===== config.mk =====
export PLATFORM = sky130hd
export DESIGN_NAME = crfr_back
export DESIGN_NICKNAME = d
export VERILOG_FILES = /design/src/hdl/crfr_pkg.sv /design/src/hdl/crfr_back.sv
export SDC_FILE = /design/constraint.sdc
export NUM_CORES = 2
export LEC_CHECK = 0
export ABC_CLOCK_PERIOD_IN_PS = 5970
export BUFFER_PORTS_ARGS = -buffer_cell sky130_fd_sc_hd__buf_2
export CAP_MARGIN = 20
export CORE_MARGIN = 3
export CORE_UTILIZATION = 25
export CTS_CLUSTER_SIZE = 8
export DETAILED_ROUTE_END_ITERATION = 8
export GPL_ROUTABILITY_DRIVEN = 0
export PLACE_DENSITY = 0.46
export SLEW_MARGIN = 20
export SYNTH_ARGS = -nofsm -noshare
export SYNTH_HDL_FRONTEND = slang
export SYNTH_SLANG_ARGS = --single-unit

===== constraint.sdc =====
create_clock -name i_clk -period 5.97 [get_ports i_clk]
set_input_delay 0.2985 -clock i_clk [delete_from_list [all_inputs] [get_ports i_clk]]
set_output_delay 0.2985 -clock i_clk [all_outputs]
set_load 0.005 [all_outputs]

===== src/hdl/crfr_pkg.sv =====
// shared constants, codes and types of the chunked frame reassembler
package crfr_pkg;

    localparam int STORE_DEPTH = 512;
    localparam int AW          = $clog2(STORE_DEPTH);
    localparam int FILL_W      = $clog2(STORE_DEPTH + 1);
    localparam int IDX_W       = (AW + 1 > 9) ? AW + 1 : 9;
    localparam int SAT_W       = (FILL_W > 9) ? FILL_W : 9;
    localparam int LEN_MAX     = 511;

    // result status codes
    localparam logic [2:0] ST_BUSY      = 3'd0;
    localparam logic [2:0] ST_NO_FRAME  = 3'd1;
    localparam logic [2:0] ST_GOOD      = 3'd2;
    localparam logic [2:0] ST_CSUM_FAIL = 3'd3;
    localparam logic [2:0] ST_DROPPED   = 3'd4;
    localparam logic [2:0] ST_LINK_DOWN = 3'd5;
    localparam logic [2:0] ST_OVERRUN   = 3'd6;

    // word classes handed from front to back
    localparam logic [2:0] OP_PUSH    = 3'd0;
    localparam logic [2:0] OP_IGNORE  = 3'd1;
    localparam logic [2:0] OP_RD_MEM  = 3'd2;
    localparam logic [2:0] OP_RD_LOW  = 3'd3;
    localparam logic [2:0] OP_RD_NONE = 3'd4;

    // configuration register indexes
    localparam logic [1:0] CFG_LINK     = 2'd0;
    localparam logic [1:0] CFG_MIN_LEN  = 2'd1;
    localparam logic [1:0] CFG_MAX_FILL = 2'd2;

    // chunk position
    localparam logic [1:0] POS_IDLE  = 2'd0;
    localparam logic [1:0] POS_FIRST = 2'd1;
    localparam logic [1:0] POS_LATER = 2'd2;

    typedef struct packed {
        logic [2:0]    kind;
        logic [7:0]    data;
        logic          first;
        logic          last;
        logic [AW-1:0] addr;
    } t_op;

    typedef struct packed {
        logic       link_en;
        logic [8:0] min_len;
        logic [8:0] max_fill;
    } t_cfg;

endpackage


===== src/hdl/crfr_back.sv =====
// back end: chunk tracking, frame store, checksum and result register
module crfr_back
    import crfr_pkg::*;
(
    input  logic       i_clk,
    input  logic       i_rst_n,
    input  logic       i_q_valid,
    input  t_op        i_op,
    output logic       o_pop,
    input  t_cfg       i_cfg,
    output logic       o_out_valid,
    input  logic       i_out_ready,
    output logic [2:0] o_status,
    output logic [7:0] o_msg_type,
    output logic [8:0] o_frame_length,
    output logic [7:0] o_read_data
);

    logic [7:0]        r_mem [STORE_DEPTH];
    logic [7:0]        r_mem_q;

    logic [FILL_W-1:0] r_fill,   n_fill;
    logic [7:0]        r_sum,    n_sum;
    logic [7:0]        r_last,   n_last;
    logic [7:0]        r_second, n_second;
    logic [7:0]        r_head,   n_head;
    logic [1:0]        r_pos,    n_pos;
    logic              r_drop,   n_drop;
    logic              r_ovr,    n_ovr;
    logic [7:0]        r_ent0,   n_ent0;
    logic [7:0]        r_ent1,   n_ent1;
    logic [7:0]        r_ent4,   n_ent4;

    logic              r_out_valid;
    logic [2:0]        r_status;
    logic [7:0]        r_ftype;
    logic [8:0]        r_flen;
    logic [7:0]        r_rd;
    logic              r_rd_mem;

    logic              go;
    logic              mem_we;
    logic [AW-1:0]     mem_wa;
    logic [7:0]        mem_wd;
    logic              mem_re;
    logic [2:0]        res_status;
    logic [7:0]        res_ftype;
    logic [8:0]        res_flen;
    logic [7:0]        res_rd;
    logic              res_rd_mem;

    assign go    = i_q_valid && (!r_out_valid || i_out_ready);
    assign o_pop = go;

    always_comb begin
        logic              start;
        logic              stored;
        logic [7:0]        csum;
        logic [SAT_W-1:0]  fill_w;
        n_fill     = r_fill;
        n_sum      = r_sum;
        n_last     = r_last;
        n_second   = r_second;
        n_head     = r_head;
        n_pos      = r_pos;
        n_drop     = r_drop;
        n_ovr      = r_ovr;
        n_ent0     = r_ent0;
        n_ent1     = r_ent1;
        n_ent4     = r_ent4;
        mem_we     = 1'b0;
        mem_wa     = r_fill[AW-1:0];
        mem_wd     = i_op.data;
        mem_re     = 1'b0;
        res_status = ST_BUSY;
        res_ftype  = 8'd0;
        res_flen   = 9'd0;
        res_rd     = 8'd0;
        res_rd_mem = 1'b0;
        start      = i_op.first || (r_pos == POS_IDLE);
        stored     = 1'b0;
        csum       = 8'd0;
        fill_w     = SAT_W'(r_fill);
        if (go) begin
            unique case (i_op.kind)
                OP_RD_MEM: begin
                    mem_re     = 1'b1;
                    res_rd_mem = 1'b1;
                end
                OP_RD_LOW: begin
                    res_rd = i_op.addr[0] ? r_ent1 : r_ent0;
                end
                OP_RD_NONE: begin
                    res_rd = 8'd0;
                end
                OP_IGNORE: begin
                    res_status = ST_LINK_DOWN;
                end
                OP_PUSH: begin
                    if (start) begin
                        n_drop = 1'b0;
                        n_pos  = POS_FIRST;
                        n_head = i_op.data;
                        // oversize store at chunk start: clear and drop the chunk
                        if (SAT_W'(r_fill) > SAT_W'(i_cfg.max_fill)) begin
                            n_fill   = '0;
                            n_sum    = 8'd0;
                            n_last   = 8'd0;
                            n_second = 8'd0;
                            n_ovr    = 1'b0;
                            n_drop   = 1'b1;
                        end
                    end else if (r_pos == POS_FIRST) begin
                        n_pos = POS_LATER;
                    end

                    if (n_drop) begin
                        res_status = ST_DROPPED;
                    end else begin
                        if (n_pos == POS_LATER && !i_op.first && n_head == 8'h55
                            && i_op.data == 8'hAA) begin
                            // preamble as chunk opener: frame restarts as 55 aa
                            n_head   = 8'd0;
                            n_fill   = FILL_W'(2);
                            n_sum    = 8'hFF;
                            n_second = 8'h55;
                            n_last   = 8'hAA;
                            n_ovr    = 1'b0;
                            n_ent0   = 8'h55;
                            n_ent1   = 8'hAA;
                            stored   = 1'b1;
                        end else begin
                            if (n_pos == POS_LATER) begin
                                n_head = 8'd0;
                            end
                            if (n_fill >= FILL_W'(STORE_DEPTH)) begin
                                n_ovr  = 1'b1;
                                stored = 1'b0;
                            end else begin
                                mem_we = 1'b1;
                                mem_wa = n_fill[AW-1:0];
                                if (n_fill == FILL_W'(0)) begin
                                    n_ent0 = i_op.data;
                                end
                                if (n_fill == FILL_W'(1)) begin
                                    n_ent1 = i_op.data;
                                end
                                if (n_fill == FILL_W'(4)) begin
                                    n_ent4 = i_op.data;
                                end
                                n_fill   = n_fill + FILL_W'(1);
                                n_sum    = n_sum + i_op.data;
                                n_second = n_last;
                                n_last   = i_op.data;
                                stored   = 1'b1;
                            end
                        end
                        res_status = stored ? ST_BUSY : ST_OVERRUN;

                        if (i_op.last) begin
                            fill_w = SAT_W'(n_fill);
                            csum   = n_sum - n_last - n_second;
                            if (n_ovr) begin
                                res_status = ST_OVERRUN;
                                n_fill     = '0;
                                n_sum      = 8'd0;
                                n_last     = 8'd0;
                                n_second   = 8'd0;
                                n_ovr      = 1'b0;
                            end else if (fill_w >= SAT_W'(i_cfg.min_len)
                                         && fill_w >= SAT_W'(2) && n_last == 8'hFF) begin
                                res_flen = (fill_w > SAT_W'(LEN_MAX)) ? 9'(LEN_MAX)
                                                                     : fill_w[8:0];
                                if (csum == n_second) begin
                                    res_status = ST_GOOD;
                                    res_ftype  = (fill_w >= SAT_W'(5)) ? n_ent4 : 8'd0;
                                end else begin
                                    res_status = ST_CSUM_FAIL;
                                end
                                n_fill   = '0;
                                n_sum    = 8'd0;
                                n_last   = 8'd0;
                                n_second = 8'd0;
                                n_ovr    = 1'b0;
                            end else begin
                                res_status = ST_NO_FRAME;
                            end
                        end
                    end

                    if (i_op.last) begin
                        n_pos  = POS_IDLE;
                        n_drop = 1'b0;
                    end
                end
                default: begin
                    res_status = ST_BUSY;
                end
            endcase
        end
    end

    always_ff @(posedge i_clk) begin
        if (!i_rst_n) begin
            r_fill      <= '0;
            r_sum       <= 8'd0;
            r_last      <= 8'd0;
            r_second    <= 8'd0;
            r_head      <= 8'd0;
            r_pos       <= POS_IDLE;
            r_drop      <= 1'b0;
            r_ovr       <= 1'b0;
            r_out_valid <= 1'b0;
        end else begin
            r_fill   <= n_fill;
            r_sum    <= n_sum;
            r_last   <= n_last;
            r_second <= n_second;
            r_head   <= n_head;
            r_pos    <= n_pos;
            r_drop   <= n_drop;
            r_ovr    <= n_ovr;
            if (go) begin
                r_out_valid <= 1'b1;
            end else if (i_out_ready) begin
                r_out_valid <= 1'b0;
            end
        end
    end

    // payload registers and frame store
    always_ff @(posedge i_clk) begin
        r_ent0 <= n_ent0;
        r_ent1 <= n_ent1;
        r_ent4 <= n_ent4;
        if (go) begin
            r_status <= res_status;
            r_ftype  <= res_ftype;
            r_flen   <= res_flen;
            r_rd     <= res_rd;
            r_rd_mem <= res_rd_mem;
        end
        if (mem_we) begin
            r_mem[mem_wa] <= mem_wd;
        end
        // read data holds while the result stalls
        if (mem_re) begin
            r_mem_q <= r_mem[i_op.addr];
        end
    end

    assign o_out_valid    = r_out_valid;
    assign o_status       = r_status;
    assign o_msg_type     = r_ftype;
    assign o_frame_length = r_flen;
    assign o_read_data    = r_rd_mem ? r_mem_q : r_rd;

endmodule


Yosys cells after proc, flatten, opt, wreduce, memory -nomap -nowiden
Memories as Yosys holds them, arrays and structs flattened. A register that Yosys moved wholly into a read port is not among the register bits. Cells that the tools add are included. W data, S select, Z words.

Memories kept: 1. Bits in registers: 100. Bits in writable memories: 4096.

Equal/unequal tests: 12. Multiplexer cells: 110. Reductions and logical operators: 22. Bitwise logic cells: 6. Magnitude comparators: 6. Add/sub/neg operators: 4.

Memories: r_mem (words 512, bits a word 8, read ports 1, clocked after memory_dff 1, write ports 1, line crfr_back.sv:19) `logic [7:0] r_mem [STORE_DEPTH];`.

Operators by type and width (count): $mux W8 (50); $mux W10 (13); $mux W9 (6); $mux W1 (30); $eq A8 B8 Y1 const B (2); $sub A8 B8 Y8 (2); $mux W3 (5); $add A10 B1 Y10 const B (1); $eq A10 B1 Y1 const B (1); $eq A10 B3 Y1 const B (1); $ge A10 B10 Y1 const B (1); $ge A10 B2 Y1 const B (1); $ge A10 B3 Y1 const B (1); $ge A10 B9 Y1 (1); $gt A10 B9 Y1 (1); $gt A10 B9 Y1 const B (1); $logic_not A10 Y1 (1); $mux W2 (5); $reduce_and A5 Y1 (2); $add A8 B8 Y8 (1); $eq A8 B7 Y1 const B (1); $eq A8 B8 Y1 (1); $reduce_or A7 Y1 (1); $eq A3 B2 Y1 const B (2); 15 further kinds (29).

Logic depth before layout (Yosys ltp)
Word-level depth: 22. Gate-level depth with buffers: 29. Mapped depth without buffers: 27.

Least setup slack after synthesis
OpenSTA, ideal clock, no wires.

Path type: register to register. Start: reg r_fill[0]. End: reg r_ftype[0], in the netlist o_msg_type[0] (data pin). Arrival time: 5913 ps. Required time: 5834 ps. Path slack: -79 ps. Clock period less this slack: 6049 ps. Setup time: 136 ps. Stages on the path, launching flop included: 28. Cells stage by stage: dfxtp_1 clkbuf_1 inv_1 ha_1 nand2_1 nor3_1 a211oi_4 nand2_1 clkbuf_1 and2_1 ha_1 inv_1 fa_1 xor2_1 nor2_1 a211oi_1 fa_1 inv_1 ha_1 a21o_1 a21o_1 a21o_1 a21oi_1 xnor2_1 xnor2_1 or4_1 or4b_4 nor2b_2.

Cells in the longest elaborated chain, start to end: 16. Elaborated cells between the ends (all ways): 64. Those cells by class: add/sub (4); order compare (5); eq/ne (3); mux (46); bitwise (3); reduce/logical (3).

Ends and longest elaborated chain: start, declared (line crfr_back.sv:22) `logic [FILL_W-1:0] r_fill, n_fill;`; start signal, assigned (line crfr_back.sv:215) `r_fill <= n_fill;`; $gt A10 B9 Y1 (line crfr_back.sv:105) `if (SAT_W'(r_fill) > SAT_W'(i_cfg.max_fill)) begin`; $mux W8 / $mux W10 (equally long branches) (line crfr_back.sv:105); $mux W8 / $mux W10 (equally long branches) (line crfr_back.sv:100) `if (start) begin`; $mux W8 / $mux W10 (equally long branches) (line crfr_back.sv:85) `unique case (i_op.kind)`; $mux W8 / $mux W10 (equally long branches) (line crfr_back.sv:84) `if (go) begin`; $add A8 B8 Y8 (tied with other cells) (line crfr_back.sv:152) `n_sum = n_sum + i_op.data;`; $mux W8 / $mux W10 (equally long branches) (line crfr_back.sv:136) `if (n_fill >= FILL_W'(STORE_DEPTH)) begin`; $mux W8 / $mux W10 (equally long branches) (line crfr_back.sv:120) `if (n_pos == POS_LATER && !i_op.first && n_head == 8'h55`; $mux W8 / $mux W10 (equally long branches) (line crfr_back.sv:117) `if (n_drop) begin`; $mux W8 / $mux W10 (equally long branches) (line crfr_back.sv:85); $mux W8 / $mux W10 (equally long branches) (line crfr_back.sv:84); $sub A8 B8 Y8 (tied with other cells) (line crfr_back.sv:162) `csum = n_sum - n_last - n_second;`; $sub A8 B8 Y8 / $logic_and A1 B1 Y1 (equally long branches) (line crfr_back.sv:162, crfr_back.sv:171); $eq A8 B8 Y1 / $logic_and A1 B1 Y1 (equally long branches) (line crfr_back.sv:174, crfr_back.sv:171); $not A1 Y1 (no source line); $reduce_or A7 Y1 (no source line); end signal, assigned (line crfr_back.sv:238) `r_ftype <= res_ftype;`; end, declared (line crfr_back.sv:36) `logic [7:0] r_ftype;`.

Several ways; a longest one is shown, not always the timed one. The select of a mux whose other input is x is not followed. A chain may end at the register's enable or synchronous reset.

Final worst setup path
Start: reg r_fill[7]. End: reg r_ftype[4], in the netlist o_msg_type[4] (data pin).

Same word-level chain as after synthesis.

==> results.cfg <==
[timing]
setup-violations-final = 0
clock_skew_ps = 75.2
final_max_slew_violation_count = 0
tns_ps = 0
clock.fmax_mhz = 171
timing.slew.headroom = 0.257
tightestPinTransition_ps = 1110
fin_crit_ps = 5840
timing.final.crit_share = 0.978
timing_hold_violations_final = 0
final.setup.worst_slack_ps = 133

[cts]
ctsLongestPathBuffers = 4
cts_tree = built
numCtsBuffers = 598
htree_num_levels = 6
insertion_delay_ps = 1030
clk_transition_reported_paths_ps = 50
cts.sinks = 4203
root_buffer = clkbuf_16

[layout]
layout_common_cells = 4157 x edfxtp_1, 1280 x mux4_2, 608 x clkbuf_16
drive_gt1_frac = 0.301
area_delta_synth_final_pct = 17.7
finalNetCount = 7867
layout.core_utilization = 0.296
mostFrequentLayoutCell = edfxtp_1

[placement]
port-buffer-count = 73
place_worst_setup_slack_ps = -240
hpwlAfterDp_um = 276000

[synthesis]
synth.cell_area_sq_um = 164000
async_reset_ff_frac = 0
edff_count_synth = 4157
ys_seq_area_frac = 0.769
synthCells = 7262
synth_fp_nets = 7351
postSynthAreaPerCell_sq_um = 22.5
ys.warnings.count = 0
synth.ff_latch_count = 4203
postSynth.topFlopCell = edfxtp_1
synth_cell_types = 68

[critical_path]
worst-path-stages = 26
arrival_ps = 6710
worst_path_dominant_cell_family = simple AND/OR/NAND/NOR gates
critPathMaxStageDelay_ps = 590
critPathCaptureType = flip-flop
startpoint_type = flip-flop
worst-path-buf-inv = 4
r2r_cells = 26
critical_path_peak_fanout = 8
critical_path_required_ps = 6840
timing.critical_path.slowest_stage_cell = or4b_4
criticalPathCategory = reg2reg

[grt]
wire_length_of_the_first_global_routing_pass_um = 636000
globalRoute.totalOverflow = 0
vias_in_the_first_global_route = 81600
track_usage = 0.132
grt_start_max_net_pins = 180
antenna_violations_before_repair = 34

[die]
top_level_ports = 75
rows = 296
die_area_sq_um = 664000
die_h_um = 815
floorplan.initialDensity = 0.251
die_width_um = 815
floorplan.core_area_sq_um = 651000

[detailed_routing]
route.vias.total = 76600
dr.first_iter.drc_count = 7359
wl_um = 450000
dr.pass1.iters = 6
post-route-drc-count = 0
vias_per_cell = 4.64
postRouteAntennaNets = 0
avgRoutedWirePerCell_um = 27.2

[flow_run]
max-cap-violations = 0

[power_and_ir_drop]
finalPower_w = 0.0657
cellPowerDensity_nw_per_um2 = 341
power_leakage_nw = 58.3
power.ir.vdd_worst_uv = 256

[worst_hold_path]
timing.hold.worst.class = in2reg
worstHoldPathCells = 2

[status]
result_of_the_run = complete, no violations
registers in the layout (all words and copies together) (netlist names), 8 cells and up:
name            cells
r_head              8
r_ent1              8
r_mem            4096
r_last              8
r_fill             10
r_sum               8
r_mem_q             8
o_frame_length      9
o_msg_type          8
r_rd                8
r_ent0              8
r_ent4              8
routing by layer:
| layer | wire, um | vias up | track usage |
|---|---|---|---|
| met4 | 11400 | 2 | 0.0329 |
| met3 | 26400 | 659 | 0.0225 |
| met5 | 13 | - | 0 |
| li1 | - | 31500 | - |
| met2 | 220000 | 2377 | 0.219 |
| met1 | 192000 | 42100 | 0.179 |
cell families after synthesis:
group	synth area share
xor gates and xnor gates	0.00145
buffers and inverters	0.0117
muxes	0.178
DFF	0.769
AOI/OAI and AO/OA	0.0142
adders and majority gates	0.00379
and+or+nand+nor	0.0220
report_power, final:
group          switching, W  leakage, nW  internal, W
Combinational       0.00188         12.6      0.00120
Clock                0.0121         7.90       0.0180
Sequential        0.0000119         37.8       0.0325
Total                0.0140         58.3       0.0517
area by class of cell:
class	count	area (sq um)
diodes	4	10.0
clock buffers	643	15400
clock inverters	52	792
fillers	63000	458000
inverters	50	188
multi-input cells	2560	36300
flip-flops and latches	4203	126000
well taps	8642	10800
repair buffers	365	3400
metrics by stage:
stage,hold slack [ps],area (sq um),cells
3_3_place_gp,452,176000,15800
3_5_place_dp,467,176000,15800
5_1_grt,191,193000,16500
2_1_floorplan,397,164000,7262
4_1_cts,133,192000,16500
6_report,230,193000,16500
cells in the mapped netlist, drive strengths merged, types with 8 or more instances:
library cell | n | area share
edfxtp | 4157 | 0.76
mux4 | 1280 | 0.18
nor2 | 580 | 0.013
clkbuf | 299 | 0.0069
buf | 150 | 0.0037
a22oi | 104 | 0.0048
nand2 | 103 | 0.0024
a21oi | 74 | 0.0023
inv | 50 | 0.0011
nor3 | 48 | 0.0015
dfxtp | 46 | 0.0056
a22o | 37 | 0.0020
ha | 36 | 0.0028
o21ai | 30 | 0.00092
nor2b | 24 | 0.0010
xnor2 | 20 | 0.0011
and2 | 19 | 0.00073
nand3 | 18 | 0.00055
mux2 | 17 | 0.0012
a221oi | 16 | 0.00086
mux2i | 16 | 0.00098
a211oi | 14 | 0.00086
a21o | 10 | 0.00046
nand2b | 10 | 0.00038
o22ai | 10 | 0.00038
and3 | 9 | 0.00034
fa | 8 | 0.00098
path summary, 6_finish.rpt:
| path | from | end | slack (ps) |
|---|---|---|---|
| max | r_fill[7] | o_msg_type[4] | 130 |
| min | i_op[16] | r_mem[501][5] | 230 |
| max reg2reg | r_fill[7] | o_msg_type[4] | 130 |
| min reg2reg | r_second[6] | r_second[6] | 480 |
what timing repair did:
| action | 4_1_cts | 5_1_grt |
|---|---|---|
| setup buffers | 0 | 2 |
| resized for setup | 3 | 28 |
| pin swaps | 5 | 24 |
| hold endpoints to repair | 394 | 0 |
| hold buffers | 23 | 0 |
| setup endpoints to repair | 8 | 9 |
Power figures use the tool's default switching activity.
