===== config.mk =====
export PLATFORM = sky130hd
export DESIGN_NAME = crfr_queue
export DESIGN_NICKNAME = d
export VERILOG_FILES = /design/src/hdl/crfr_pkg.sv /design/src/hdl/crfr_queue.sv
export SDC_FILE = /design/constraint.sdc
export NUM_CORES = 1
export LEC_CHECK = 0
export ABC_AREA = 1
export BUFFER_PORTS_ARGS = -buffer_cell sky130_fd_sc_hd__buf_2
export CAP_MARGIN = 5
export CORE_MARGIN = 4
export CORE_UTILIZATION = 25
export DETAILED_ROUTE_END_ITERATION = 6
export PLACE_DENSITY = 0.46
export RECOVER_POWER = 100
export SKIP_CTS_REPAIR_TIMING = 1
export SLEW_MARGIN = 20
export SYNTH_ARGS = -nofsm -noshare
export SYNTH_HDL_FRONTEND = slang
export SYNTH_SLANG_ARGS = --single-unit

===== constraint.sdc =====
create_clock -name i_clk -period 2.55 [get_ports i_clk]
set_clock_uncertainty 0.15 [all_clocks]
set_input_delay 0.1275 -clock i_clk [delete_from_list [all_inputs] [get_ports i_clk]]
set_output_delay 0.1275 -clock i_clk [all_outputs]
set_load 0.02 [all_outputs]

===== src/hdl/crfr_pkg.sv =====
// shared constants, codes and types of the chunked frame reassembler
package crfr_pkg;

    localparam int STORE_DEPTH = 512;
    localparam int AW          = $clog2(STORE_DEPTH);
    localparam int FILL_W      = $clog2(STORE_DEPTH + 1);
    localparam int IDX_W       = (AW + 1 > 9) ? AW + 1 : 9;
    localparam int SAT_W       = (FILL_W > 9) ? FILL_W : 9;
    localparam int LEN_MAX     = 511;

    // result status codes
    localparam logic [2:0] ST_BUSY      = 3'd0;
    localparam logic [2:0] ST_NO_FRAME  = 3'd1;
    localparam logic [2:0] ST_GOOD      = 3'd2;
    localparam logic [2:0] ST_CSUM_FAIL = 3'd3;
    localparam logic [2:0] ST_DROPPED   = 3'd4;
    localparam logic [2:0] ST_LINK_DOWN = 3'd5;
    localparam logic [2:0] ST_OVERRUN   = 3'd6;

    // word classes handed from front to back
    localparam logic [2:0] OP_PUSH    = 3'd0;
    localparam logic [2:0] OP_IGNORE  = 3'd1;
    localparam logic [2:0] OP_RD_MEM  = 3'd2;
    localparam logic [2:0] OP_RD_LOW  = 3'd3;
    localparam logic [2:0] OP_RD_NONE = 3'd4;

    // configuration register indexes
    localparam logic [1:0] CFG_LINK     = 2'd0;
    localparam logic [1:0] CFG_MIN_LEN  = 2'd1;
    localparam logic [1:0] CFG_MAX_FILL = 2'd2;

    // chunk position
    localparam logic [1:0] POS_IDLE  = 2'd0;
    localparam logic [1:0] POS_FIRST = 2'd1;
    localparam logic [1:0] POS_LATER = 2'd2;

    typedef struct packed {
        logic [2:0]    kind;
        logic [7:0]    data;
        logic          first;
        logic          last;
        logic [AW-1:0] addr;
    } t_op;

    typedef struct packed {
        logic       link_en;
        logic [8:0] min_len;
        logic [8:0] max_fill;
    } t_cfg;

endpackage


===== src/hdl/crfr_queue.sv =====
// two-entry queue between front and back end
module crfr_queue
    import crfr_pkg::*;
(
    input  logic i_clk,
    input  logic i_rst_n,
    input  logic i_push,
    input  t_op  i_op,
    input  logic i_pop,
    output logic o_full,
    output logic o_valid,
    output t_op  o_op
);

    t_op        r_slot [2];
    logic       r_wp;
    logic       r_rp;
    logic [1:0] r_cnt;

    assign o_full  = r_cnt == 2'd2;
    assign o_valid = r_cnt != 2'd0;
    assign o_op    = r_slot[r_rp];

    always_ff @(posedge i_clk) begin
        if (!i_rst_n) begin
            r_wp  <= 1'b0;
            r_rp  <= 1'b0;
            r_cnt <= 2'd0;
        end else begin
            if (i_push) begin
                r_wp <= !r_wp;
            end
            if (i_pop) begin
                r_rp <= !r_rp;
            end
            r_cnt <= r_cnt + 2'(i_push) - 2'(i_pop);
        end
    end

    always_ff @(posedge i_clk) begin
        if (i_push) begin
            r_slot[r_wp] <= i_op;
        end
    end

endmodule


Word level (Yosys, flattened, before mapping)
Memories as Yosys holds them, arrays and structs flattened. A register that Yosys moved wholly into a read port is not among the register bits.
Index checks and enable logic that the tools add are counted.
{ "op_classes": {"eq_ne": 1, "n_reduce_logical": 3, "n_addsub": 2, "n_mux": 4} }
{ "op_table": {"columns": ["op", "n"], "rows": [
  ["$mux 1", 4],
  ["$add 2x1->2", 1],
  ["$eq 2x2->1 const B", 1],
  ["$logic_not 1->1", 2],
  ["$reduce_bool 2->1", 1],
  ["$sub 2x1->2", 1]
]} }
{ "totals": {"word_cells": 14, "reg_bits": 4, "n_memories": 1, "inputBits": 26, "output_inout_bits": 24, "ramBits": 44} }
{ "mem_list": {"columns": ["memory", "depth", "word_bits", "read_ports", "rd_ports_with_merged_regs", "wr", "line", "rtl"], "rows": [
  ["r_slot", 2, 22, 1, 1, 1, "crfr_queue.sv:15", "t_op r_slot [2];"]
]} }

Longest topological paths before layout
Gate-level depths: netlist (run 1).
{ "depth": {"word_depth": 3, "depth_mapped": 7, "mapped_depth_nobuf": 7} }

Worst setup path after synthesis (run 1)
OpenSTA, ideal clock, no wires.
{ "synth_path": {"path_kind": "register -> register", "start": "reg r_wp", "end": "mem r_slot[0][0] in the netlist's numbering, enable pin", "t_required_ns": 1.999, "slack_ns": 0.734, "setup_time_ns": 0.401, "path_buffers": 0, "stages_incl_launch_ff": 2, "arrival_ns": 1.265, "cell_sequence": "dfxtp_1 -> nor2_1"} }
{ "synth_rtl": {"columns": ["element", "line", "rtl"], "rows": [
  ["from (decl)", "crfr_queue.sv:16", "logic r_wp;"],
  ["from (signal assigned)", "crfr_queue.sv:31", "r_wp <= !r_wp;"],
  ["to (decl)", "crfr_queue.sv:15", null]
]} }
No word-level cell before the write port.

==> metrics, run 1 <==
DR pass1 iterations=2; Seq. cell area=1420 um^2; Switch Pwr=0.000382 W; overall overflow remaining after global route=0; worst setup margin=0.397 ns; most frequent cell after synthesis=edfxtp_1; placed instance area=2180 um^2; Max VDD drop=185 uV; post-synth cell types=10; final setup vio count=0; initial DRC count=37; nets=211; antenna-violating nets left=0; max cap viols=0; Final Core Density=35.4%; synthesized area=1820 um^2; Reg2Reg Capture Point=r_slot[0][19]$_DFFE_PP_; largest net degree at the start of global routing=23; Synth-to-Final Area Change=35.5%; LEAKAGE=0.874 nW; clock share of power=26.9%; Worst R2R Start=r_wp$_SDFFE_PN0P_; die height=93.2 um; Critical Path End=o_op[12]; Fill cells=691; Multi-input gate area=347 um^2; post-layout min period=2.15 ns; Int Pwr=0.00121 W; async set-reset flop share out of synthesis=0%; layout cells sized above 1=21.2%; DRC viols=0; top post-synthesis cells by area=edfxtp_1 (73%), mux2_2 (14%), dfxtp_1 (5.5%), nand2_1 (1.9%), nor2_1 (1.7%); Worst EP required=2.27 ns; CTS clk-pin slew, worst paths=0.08 ns; CTS tree=done; CP Class=reg2out; fmax=464 MHz; most frequent cells after synthesis=edfxtp_1 (44), mux2_2 (22), nand2_1 (9); Logic pwr share=14.1%; DR WL/cell=12.1 um; CP Launch Type=flip-flop; Vias=1,075; I/O pin cnt=50; final instance area=2460 um^2; routed wire length=3380 um; core area=6940 um^2; grt peak-use layer=met2; die width=93.2 um; Syn Nets=129; crit-path max FO=12; sequential power share=58.9%; total design power=0.00160 W; post-DP HPWL=2400 um; worst skew pair latency=0.29 ns; vias in the first global route=1,064; Num Clock Sinks=49; setup TNS=0 ns; FF+latch count, synth=49; met3 usage=3.86%; reg2reg path depth=2; ys flop type=edfxtp_1; Ys Warns=0; pre-CTS WS=0.813 ns; Cell Pwr Density=648 nW/um^2; first-pass GRT wire length=5290 um; Sw Share=24.0%; Die Area=8690 um^2; gpl congestion=0.712; antenna violations before repair=0; Num CTS Buffers=5; EDFF count, synth=44; IO Port Bufs=49; WP data arrival=1.88 ns; diode count=0; final period utilization=84.4%; synthesized area per cell=18.0 um^2; status=completed; Worst-Margin Slew=0.895 ns; FF-to-FF setup slack=0.72 ns; GRT Util Overall=8.21%; final hold violation count=0; Starting Density=26.2%; RSZ-0062 raised after global routing=no; root buffer cell=clkbuf_8; Synth Instances=101; GRT met1 Usage=8.88%; met2 Use GR=13.6%; Vias/cell=3.84; Rel. slew slack=40.1%; sequential area share after synthesis=78.2%; CP endpoint kind=output pin; clk buf depth=2; H-tree levels=2; fin. max-slew vios=0; cell row count=30; Yosys top cell area share=72.7%; area leader, netlist=edfxtp_1; Hold Path Class=reg2reg
[layer usage]
layer	wire, um	vias up
met4	57	0
met1	1420	510
li1	-	529
met3	192	5
met2	1710	31
met5	0	-
[sequential cells by signal, indices dropped and copies added (netlist names), named ones only]
signal	cells
r_wp	1
r_rp	1
r_slot	44
r_cnt	2
[power by group through the flow]
stage | sequential (W) | combinational, W | clock (W)
6_report | 0.000940 | 0.000226 | 0.000430
2_1_floorplan | 0.000953 | 0.000138 | 0
3_5_place_dp | 0.000960 | 0.000216 | 0
4_1_cts | 0.000941 | 0.000217 | 0.000452
5_1_grt | 0.000945 | 0.000249 | 0.000490
3_3_place_gp | 0.000958 | 0.000210 | 0
[layout by cell type, fill, tap and decap left out]
master	synthesis	routed
a21oi_1	1	1
buf_2	0	8
buf_4	0	1
clkbuf_1	0	42
clkbuf_2	0	3
clkbuf_8	0	5
clkinvlp_4	0	1
dfxtp_1	5	5
dlygate4sd3_1	0	25
edfxtp_1	44	44
ha_1	2	2
inv_1	7	7
mux2_1	0	1
mux2_2	22	21
nand2_1	9	9
nand3_1	1	1
nor2_1	8	8
[how the worst min path moves through the flow]
stage               cells past startpoint         startpoint  slack, ns                 endpoint
floorplan                               2            i_rst_n       0.07      r_cnt[0]$_SDFF_PN0_
global placement                        1           i_op[16]       0.17  r_slot[1][16]$_DFFE_PP_
detailed placement                      1           i_op[16]       0.17  r_slot[1][16]$_DFFE_PP_
CTS                                     1           i_op[16]      -0.15  r_slot[1][16]$_DFFE_PP_
global route                            2           i_op[19]       0.41  r_slot[0][19]$_DFFE_PP_
finish                                  2  r_rp$_SDFFE_PN0P_       0.36        r_rp$_SDFFE_PN0P_
[cell type report]
class                      count  share of cell area (%)
multi-input combinational     43                    14.1
clock inverter                 1                   0.305
inverter                       7                    1.07
clock buffer                   7                    3.10
tap                           96                    4.88
timing repair buffer          77                    18.8
sequential                    49                    57.8
[kinds of logic (layout without fill, tap and decap cells)]
logic type | count (synthesis) | in the layout | share of synthesized area [%]
and+or+nand+nor | 18 | 18 | 3.79
DFF | 49 | 49 | 78.2
adders and majority gates | 2 | 2 | 1.38
buffers and inverters | 9 | 92 | 2.69
AOI/OAI and AO/OA | 1 | 1 | 0.275
muxes | 22 | 22 | 13.6
[critical path, cell delays in order, from the launching register on]
cell and delay, ns:
dfxtp_1 0.62, clkbuf_2 0.40, mux2_2 0.38, clkbuf_1 0.18
[stage by stage]
stage               instances  hold WS, ns
floorplan                 101       0.0710
global placement          247        0.168
detailed placement        247        0.169
CTS                       255       -0.146
global route              280        0.405
finish                    280        0.362
Power figures use the tool's default switching activity.
==> run 2: changes to the inputs <==
--- a/config.mk
+++ b/config.mk
@@ -11,7 +11,7 @@
 export CORE_MARGIN = 4
 export CORE_UTILIZATION = 25
 export DETAILED_ROUTE_END_ITERATION = 6
-export PLACE_DENSITY = 0.46
+export PLACE_DENSITY = 0.48
 export RECOVER_POWER = 100
 export SKIP_CTS_REPAIR_TIMING = 1
 export SLEW_MARGIN = 20
==> constraint.sdc (replaced) <==
create_clock -name i_clk -period 1.95 [get_ports i_clk]
set_clock_uncertainty 0.15 [all_clocks]
set_input_delay 0.0975 -clock i_clk [delete_from_list [all_inputs] [get_ports i_clk]]
set_output_delay 0.0975 -clock i_clk [all_outputs]
set_load 0.02 [all_outputs]
==> run 2 against run 1 <==
Net effect: register-to-register slack got worse by 0.30 ns; routed wire length shrank 0.53%; critical path type unchanged; clock-buffer cell count is 2 lower; critical path depth unchanged; via count is 2.0% higher; largest cell class unchanged; first-iteration DRC count is 43% lower; utilization is 1.1 points higher; die area did not move; setup slack got worse by 0.21 ns; combinational power grew 38%; clock power rose by 66%; total power increased by 41%.
==> metrics, run 2 (synthesis results as in run 1) <==
status=completed (unchanged); Cell Pwr Density=888 nW/um^2 (was 648 nW/um^2); Max VDD drop=399 uV (was 185 uV); overall overflow remaining after global route=0 (unchanged); routed wire length=3370 um (was 3380 um); largest net degree at the start of global routing=19 (was 23); Hold Path Class=reg2reg (unchanged); max FFs per register=44 (unchanged); setup TNS=0 ns (unchanged); most common cell after layout, fill and taps aside=edfxtp_1 (unchanged); first-pass GRT wire length=5260 um (was 5290 um); Fill cells=659 (was 691); final hold slack=0.353 ns (was 0.362 ns); IO Port Bufs=49 (unchanged); Worst R2R Start=r_wp$_SDFFE_PN0P_ (unchanged); Multi-input gate area=347 um^2 (unchanged); post-DP HPWL=2430 um (was 2400 um); DP Cell Count=248 (was 247); die height=93.2 um (unchanged); final hold violation count=0 (unchanged); Top Registers=r_slot (44), r_cnt (2) (unchanged); fin. max-slew vios=0 (unchanged); final period utilization=90.6%; Starting Density=26.2% (unchanged); DRC viols=0 (unchanged); antenna violations before repair=0 (unchanged); cell row count=30 (unchanged); die width=93.2 um (unchanged); LEAKAGE=0.951 nW (was 0.874 nW); final setup vio count=0 (unchanged); Vias/cell=3.90 (was 3.84); DR pass1 iterations=3 (was 2); core area=6940 um^2 (unchanged); post-layout min period=1.77 ns; worst skew pair latency=0.29 ns (about the same); Worst-Margin Slew=0.541 ns (was 0.895 ns); vias in the first global route=1,090 (was 1,064); most flop-heavy register=r_slot (unchanged); Num Clock Sinks=49 (unchanged); fin cells=281 (was 280); Rel. slew slack=63.8% (was 40.1%); nets=212 (was 211); clk buf depth=2 (unchanged); Worst EP required=1.70 ns (was 2.27 ns); CP Launch Type=flip-flop (unchanged); Die Area=8690 um^2 (unchanged); hold_sp=r_wp$_SDFFE_PN0P_ (was r_rp$_SDFFE_PN0P_); diode count=0 (unchanged); max cap viols=0 (unchanged); Vias=1,097 (was 1,075); H-tree levels=2 (unchanged); antenna-violating nets left=0 (unchanged); GRT Util Overall=8.02% (was 8.21%); initial DRC count=21 (was 37); root buffer cell=clkbuf_8 (unchanged); Num CTS Buffers=5 (unchanged); Seq. cell area=1420 um^2 (unchanged); I/O pin cnt=50 (unchanged); crit-path max FO=10 (was 12); gpl congestion=0.633 (was 0.712); CTS clk-pin slew, worst paths=0.09 ns (was 0.08 ns); Synth-to-Final Area Change=39.6% (was 35.5%); CP endpoint kind=output pin (unchanged); DR WL/cell=12.0 um (was 12.1 um); RSZ-0062 raised after global routing=no (unchanged); CP Class=reg2out (unchanged); most frequent cells in the layout=edfxtp_1 (44), dlygate4sd3_1 (25), clkbuf_1 (23) (was edfxtp_1 (44), clkbuf_1 (42), dlygate4sd3_1 (25)); fmax=566 MHz; CTS tree=done (unchanged); layout cells sized above 1=32.4% (was 21.2%); WP data arrival=1.52 ns (was 1.88 ns)
==> run 2: cell count changes in the layout (fill, tap and decap cells not counted) <==
cell       before  now
bufinv_16       0    1
buf_2           8    9
buf_12          0    1
buf_4           1    2
clkbuf_1       42   23
mux2_2         21   22
mux2_1          1    0
clkbuf_2        3   18
clkinv_4        0    1
==> run 2: layer usage <==
metal / share of wire [%] / track usage (%) / vias to the layer above / wire, um
met2: 49 / 12.8 / 37 / 1640
met5: 0 / 0 / - / 0
met3: 6.4 / 3.94 / 7 / 216
li1: - / - / 531 / -
met1: 43 / 9.13 / 522 / 1440
met4: 1.8 / 3.30 / 0 / 62
==> run 2: report_power, final <==
group | internal, W | switching, W | leakage (nW) | total [W]
Sequential | 0.00121 | 0.0000184 | 0.455 | 0.00123
Clock | 0.000384 | 0.000328 | 0.0543 | 0.000712
Combinational | 0.000139 | 0.000173 | 0.442 | 0.000312
Total | 0.00173 | 0.000519 | 0.951 | 0.00225
==> run 2: final cells by class <==
class | count | share of cell area, %
timing repair buffer | 78 | 20.0
tap | 96 | 4.74
sequential | 49 | 56.0
inverter | 7 | 1.04
clock inverter | 3 | 1.83
clock buffer | 5 | 2.71
multi-input combinational | 43 | 13.7
==> run 2: worst paths after layout <==
kind / endpoint / cells after the start / slack (ns)
setup reg to reg: r_slot[1][15]$_DFFE_PP_ / 3 / 0.42
setup / recovery: o_op[6] / 3 / 0.18
hold reg to reg: r_wp$_SDFFE_PN0P_ / 2 / 0.35
hold / removal: r_wp$_SDFFE_PN0P_ / 2 / 0.35
==> run 2: stage by stage <==
stage | cell area (um^2) | setup WS (ns) | util, % | total power, W
after floorplan | 1820 | 0.134 | - | 0.00143
after CTS | 2320 | 0.126 | 33.4 | 0.00227
after detailed placement | 2200 | 0.468 | 31.7 | 0.00154
final | 2540 | 0.183 | 36.5 | 0.00225
after global routing | 2540 | 0.0688 | 36.5 | 0.00237
after global placement | 2200 | 0.504 | 31.7 | 0.00153
==> run 2: worst max-delay path: stages, from the launching register on <==
cell,delay (ns)
dfxtp_1,0.47
buf_4,0.24
mux2_2,0.35
clkbuf_2,0.16
==> run 3: changes to the inputs <==
--- a/config.mk
+++ b/config.mk
@@ -11,6 +11,7 @@
 export CORE_MARGIN = 4
 export CORE_UTILIZATION = 25
 export DETAILED_ROUTE_END_ITERATION = 6
+export GPL_TIMING_DRIVEN = 0
 export PLACE_DENSITY = 0.48
 export RECOVER_POWER = 100
 export SKIP_CTS_REPAIR_TIMING = 1
==> run 3 against run 2 <==
Net effect: non-clock buffer count shrank 2; critical path type unchanged; utilization fell by 0.34 points; worst hold slack better by 0.011 ns.
==> metrics, run 3 (synthesis results as in run 1) <==
status=completed (unchanged); initial DRC count=16 (was 21); most flop-heavy register=r_slot (unchanged); Slowest-stage cell, CP=dfxtp_1 (unchanged); WHS Path Cells=2 (unchanged); crit-path max FO=10 (unchanged); IO Port Bufs=49 (unchanged); Starting Density=26.2% (unchanged); post-DP HPWL=2380 um (was 2430 um); Vias=1,098 (was 1,097); final hold violation count=0 (unchanged); LEAKAGE=0.920 nW (was 0.951 nW); Top Registers=r_slot (44), r_cnt (2) (unchanged); CP Class=reg2out (unchanged); reg2reg path depth=2 (was 3); RSZ-0062 raised after global routing=no (unchanged); most common cell after layout, fill and taps aside=edfxtp_1 (unchanged); CTS tree=done (unchanged); CP Launch Type=flip-flop (unchanged); Vias/cell=3.94 (was 3.90); final period utilization=92.3% (was 90.6%); Rel. slew slack=37.2% (was 63.8%); antenna violations before repair=0 (unchanged); Synth-to-Final Area Change=38.3% (was 39.6%); Fill cells=688 (was 659); GRT Util Overall=8.04% (was 8.02%); setup TNS=0 ns (unchanged); WP data arrival=1.55 ns (was 1.52 ns); layout cells sized above 1=29.0% (was 32.4%); gpl congestion=0.629 (was 0.633); CTS clk-pin slew, worst paths=0.09 ns (about the same); Num Clock Sinks=49 (unchanged); DR WL/cell=12.7 um (was 12.0 um); Num CTS Buffers=5 (unchanged); most frequent cells in the layout=edfxtp_1 (44), clkbuf_1 (29), dlygate4sd3_1 (25) (was edfxtp_1 (44), dlygate4sd3_1 (25), clkbuf_1 (23)); die height=93.2 um (unchanged); first-pass GRT wire length=5270 um (was 5260 um); nets=210 (was 212); CP endpoint kind=output pin (unchanged); Worst EP required=1.70 ns (about the same); Multi-input gate area=354 um^2 (was 347 um^2); antenna-violating nets left=0 (unchanged); Die Area=8690 um^2 (unchanged); Cell Pwr Density=898 nW/um^2 (was 888 nW/um^2); DR pass1 iterations=4 (was 3); Hold Path Class=reg2reg (unchanged); core area=6940 um^2 (unchanged); DRC viols=0 (unchanged); final setup vio count=0 (unchanged); Seq. cell area=1420 um^2 (unchanged); Worst path most repeated cell=clkbuf_2; vias in the first global route=1,146 (was 1,090); largest net degree at the start of global routing=23 (was 19); clk buf depth=2 (unchanged); Max VDD drop=362 uV (was 399 uV); overall overflow remaining after global route=0 (unchanged); fmax=555 MHz (was 566 MHz); die width=93.2 um (unchanged); Worst-Margin Slew=0.941 ns (was 0.541 ns); fin. max-slew vios=0 (unchanged); max cap viols=0 (unchanged); worst skew pair latency=0.29 ns (about the same); critical path cell sequence=clkbuf_2, mux2_2, clkbuf_2 (was buf_4, mux2_2, clkbuf_2); total design power=0.00226 W (was 0.00225 W); I/O pin cnt=50 (unchanged); cell row count=30 (unchanged); max FFs per register=44 (unchanged); routed wire length=3530 um (was 3370 um); H-tree levels=2 (unchanged); root buffer cell=clkbuf_8 (unchanged); post-layout min period=1.80 ns (was 1.77 ns); diode count=0 (unchanged); Slowest Stage Delay on Critical Path=0.42 ns (was 0.47 ns)
==> run 3: changes by cell type in the layout (fill, tap and decap cells not counted) <==
cell      previous run  this run
nor2_4               0         1
buf_4                2         0
buf_12               1         0
clkbuf_2            18        11
nor2_1               8         7
buf_6                0         1
buf_2                9        10
clkbuf_1            23        29
==> run 3: layout make-up <==
cell class | count | share of cell area [%]
flip-flops and latches | 49 | 56.6
repair buffers | 74 | 18.3
multi-input cells | 43 | 14.1
well taps | 96 | 4.78
clock buffers | 5 | 2.74
clock inverters | 3 | 1.84
inverters | 7 | 1.05
plain buffers | 2 | 0.647
==> run 3: final timing paths <==
path	endpoint	startpoint	slack, ns
setup reg to reg	r_slot[1][3]$_DFFE_PP_	r_wp$_SDFFE_PN0P_	0.22
setup / recovery	o_op[3]	flip-flop	0.15
hold / removal	r_rp$_SDFFE_PN0P_	r_rp$_SDFFE_PN0P_	0.36
hold reg to reg	r_rp$_SDFFE_PN0P_	r_rp$_SDFFE_PN0P_	0.36
==> run 3: critical path, delay by kind of cell, from the launching register on <==
kind	cells	cell delay, ns
buffers and inverters	2	0.46
DFF	1	0.42
muxes	1	0.38
==> run 3: report_power, final <==
| group | internal [W] | total, W | switching (W) |
|---|---|---|---|
| Sequential | 0.00121 | 0.00123 | 0.0000183 |
| Clock | 0.000384 | 0.000719 | 0.000335 |
| Combinational | 0.000131 | 0.000308 | 0.000178 |
| Total | 0.00172 | 0.00226 | 0.000531 |
==> run 3: stage by stage <==
stage	setup slack [ns]	instance area [um^2]	hold slack [ns]	std cells	utilization, %
4_1_cts	0.186	2300	-0.181	254	33.2
6_report	0.150	2510	0.364	279	36.2
2_1_floorplan	0.134	1820	0.0410	101	-
3_5_place_dp	0.179	2190	0.139	246	31.5
3_3_place_gp	-0.432	2180	0.137	246	31.4
5_1_grt	0.0510	2510	0.362	279	36.2
==> run 3: routing by layer <==
layer	track usage (%)	up-vias	routed length (um)
li1	-	526	-
met1	8.67	524	1450
met2	14.1	39	1880
met3	2.17	9	141
met4	4.64	0	71
met5	0	-	0
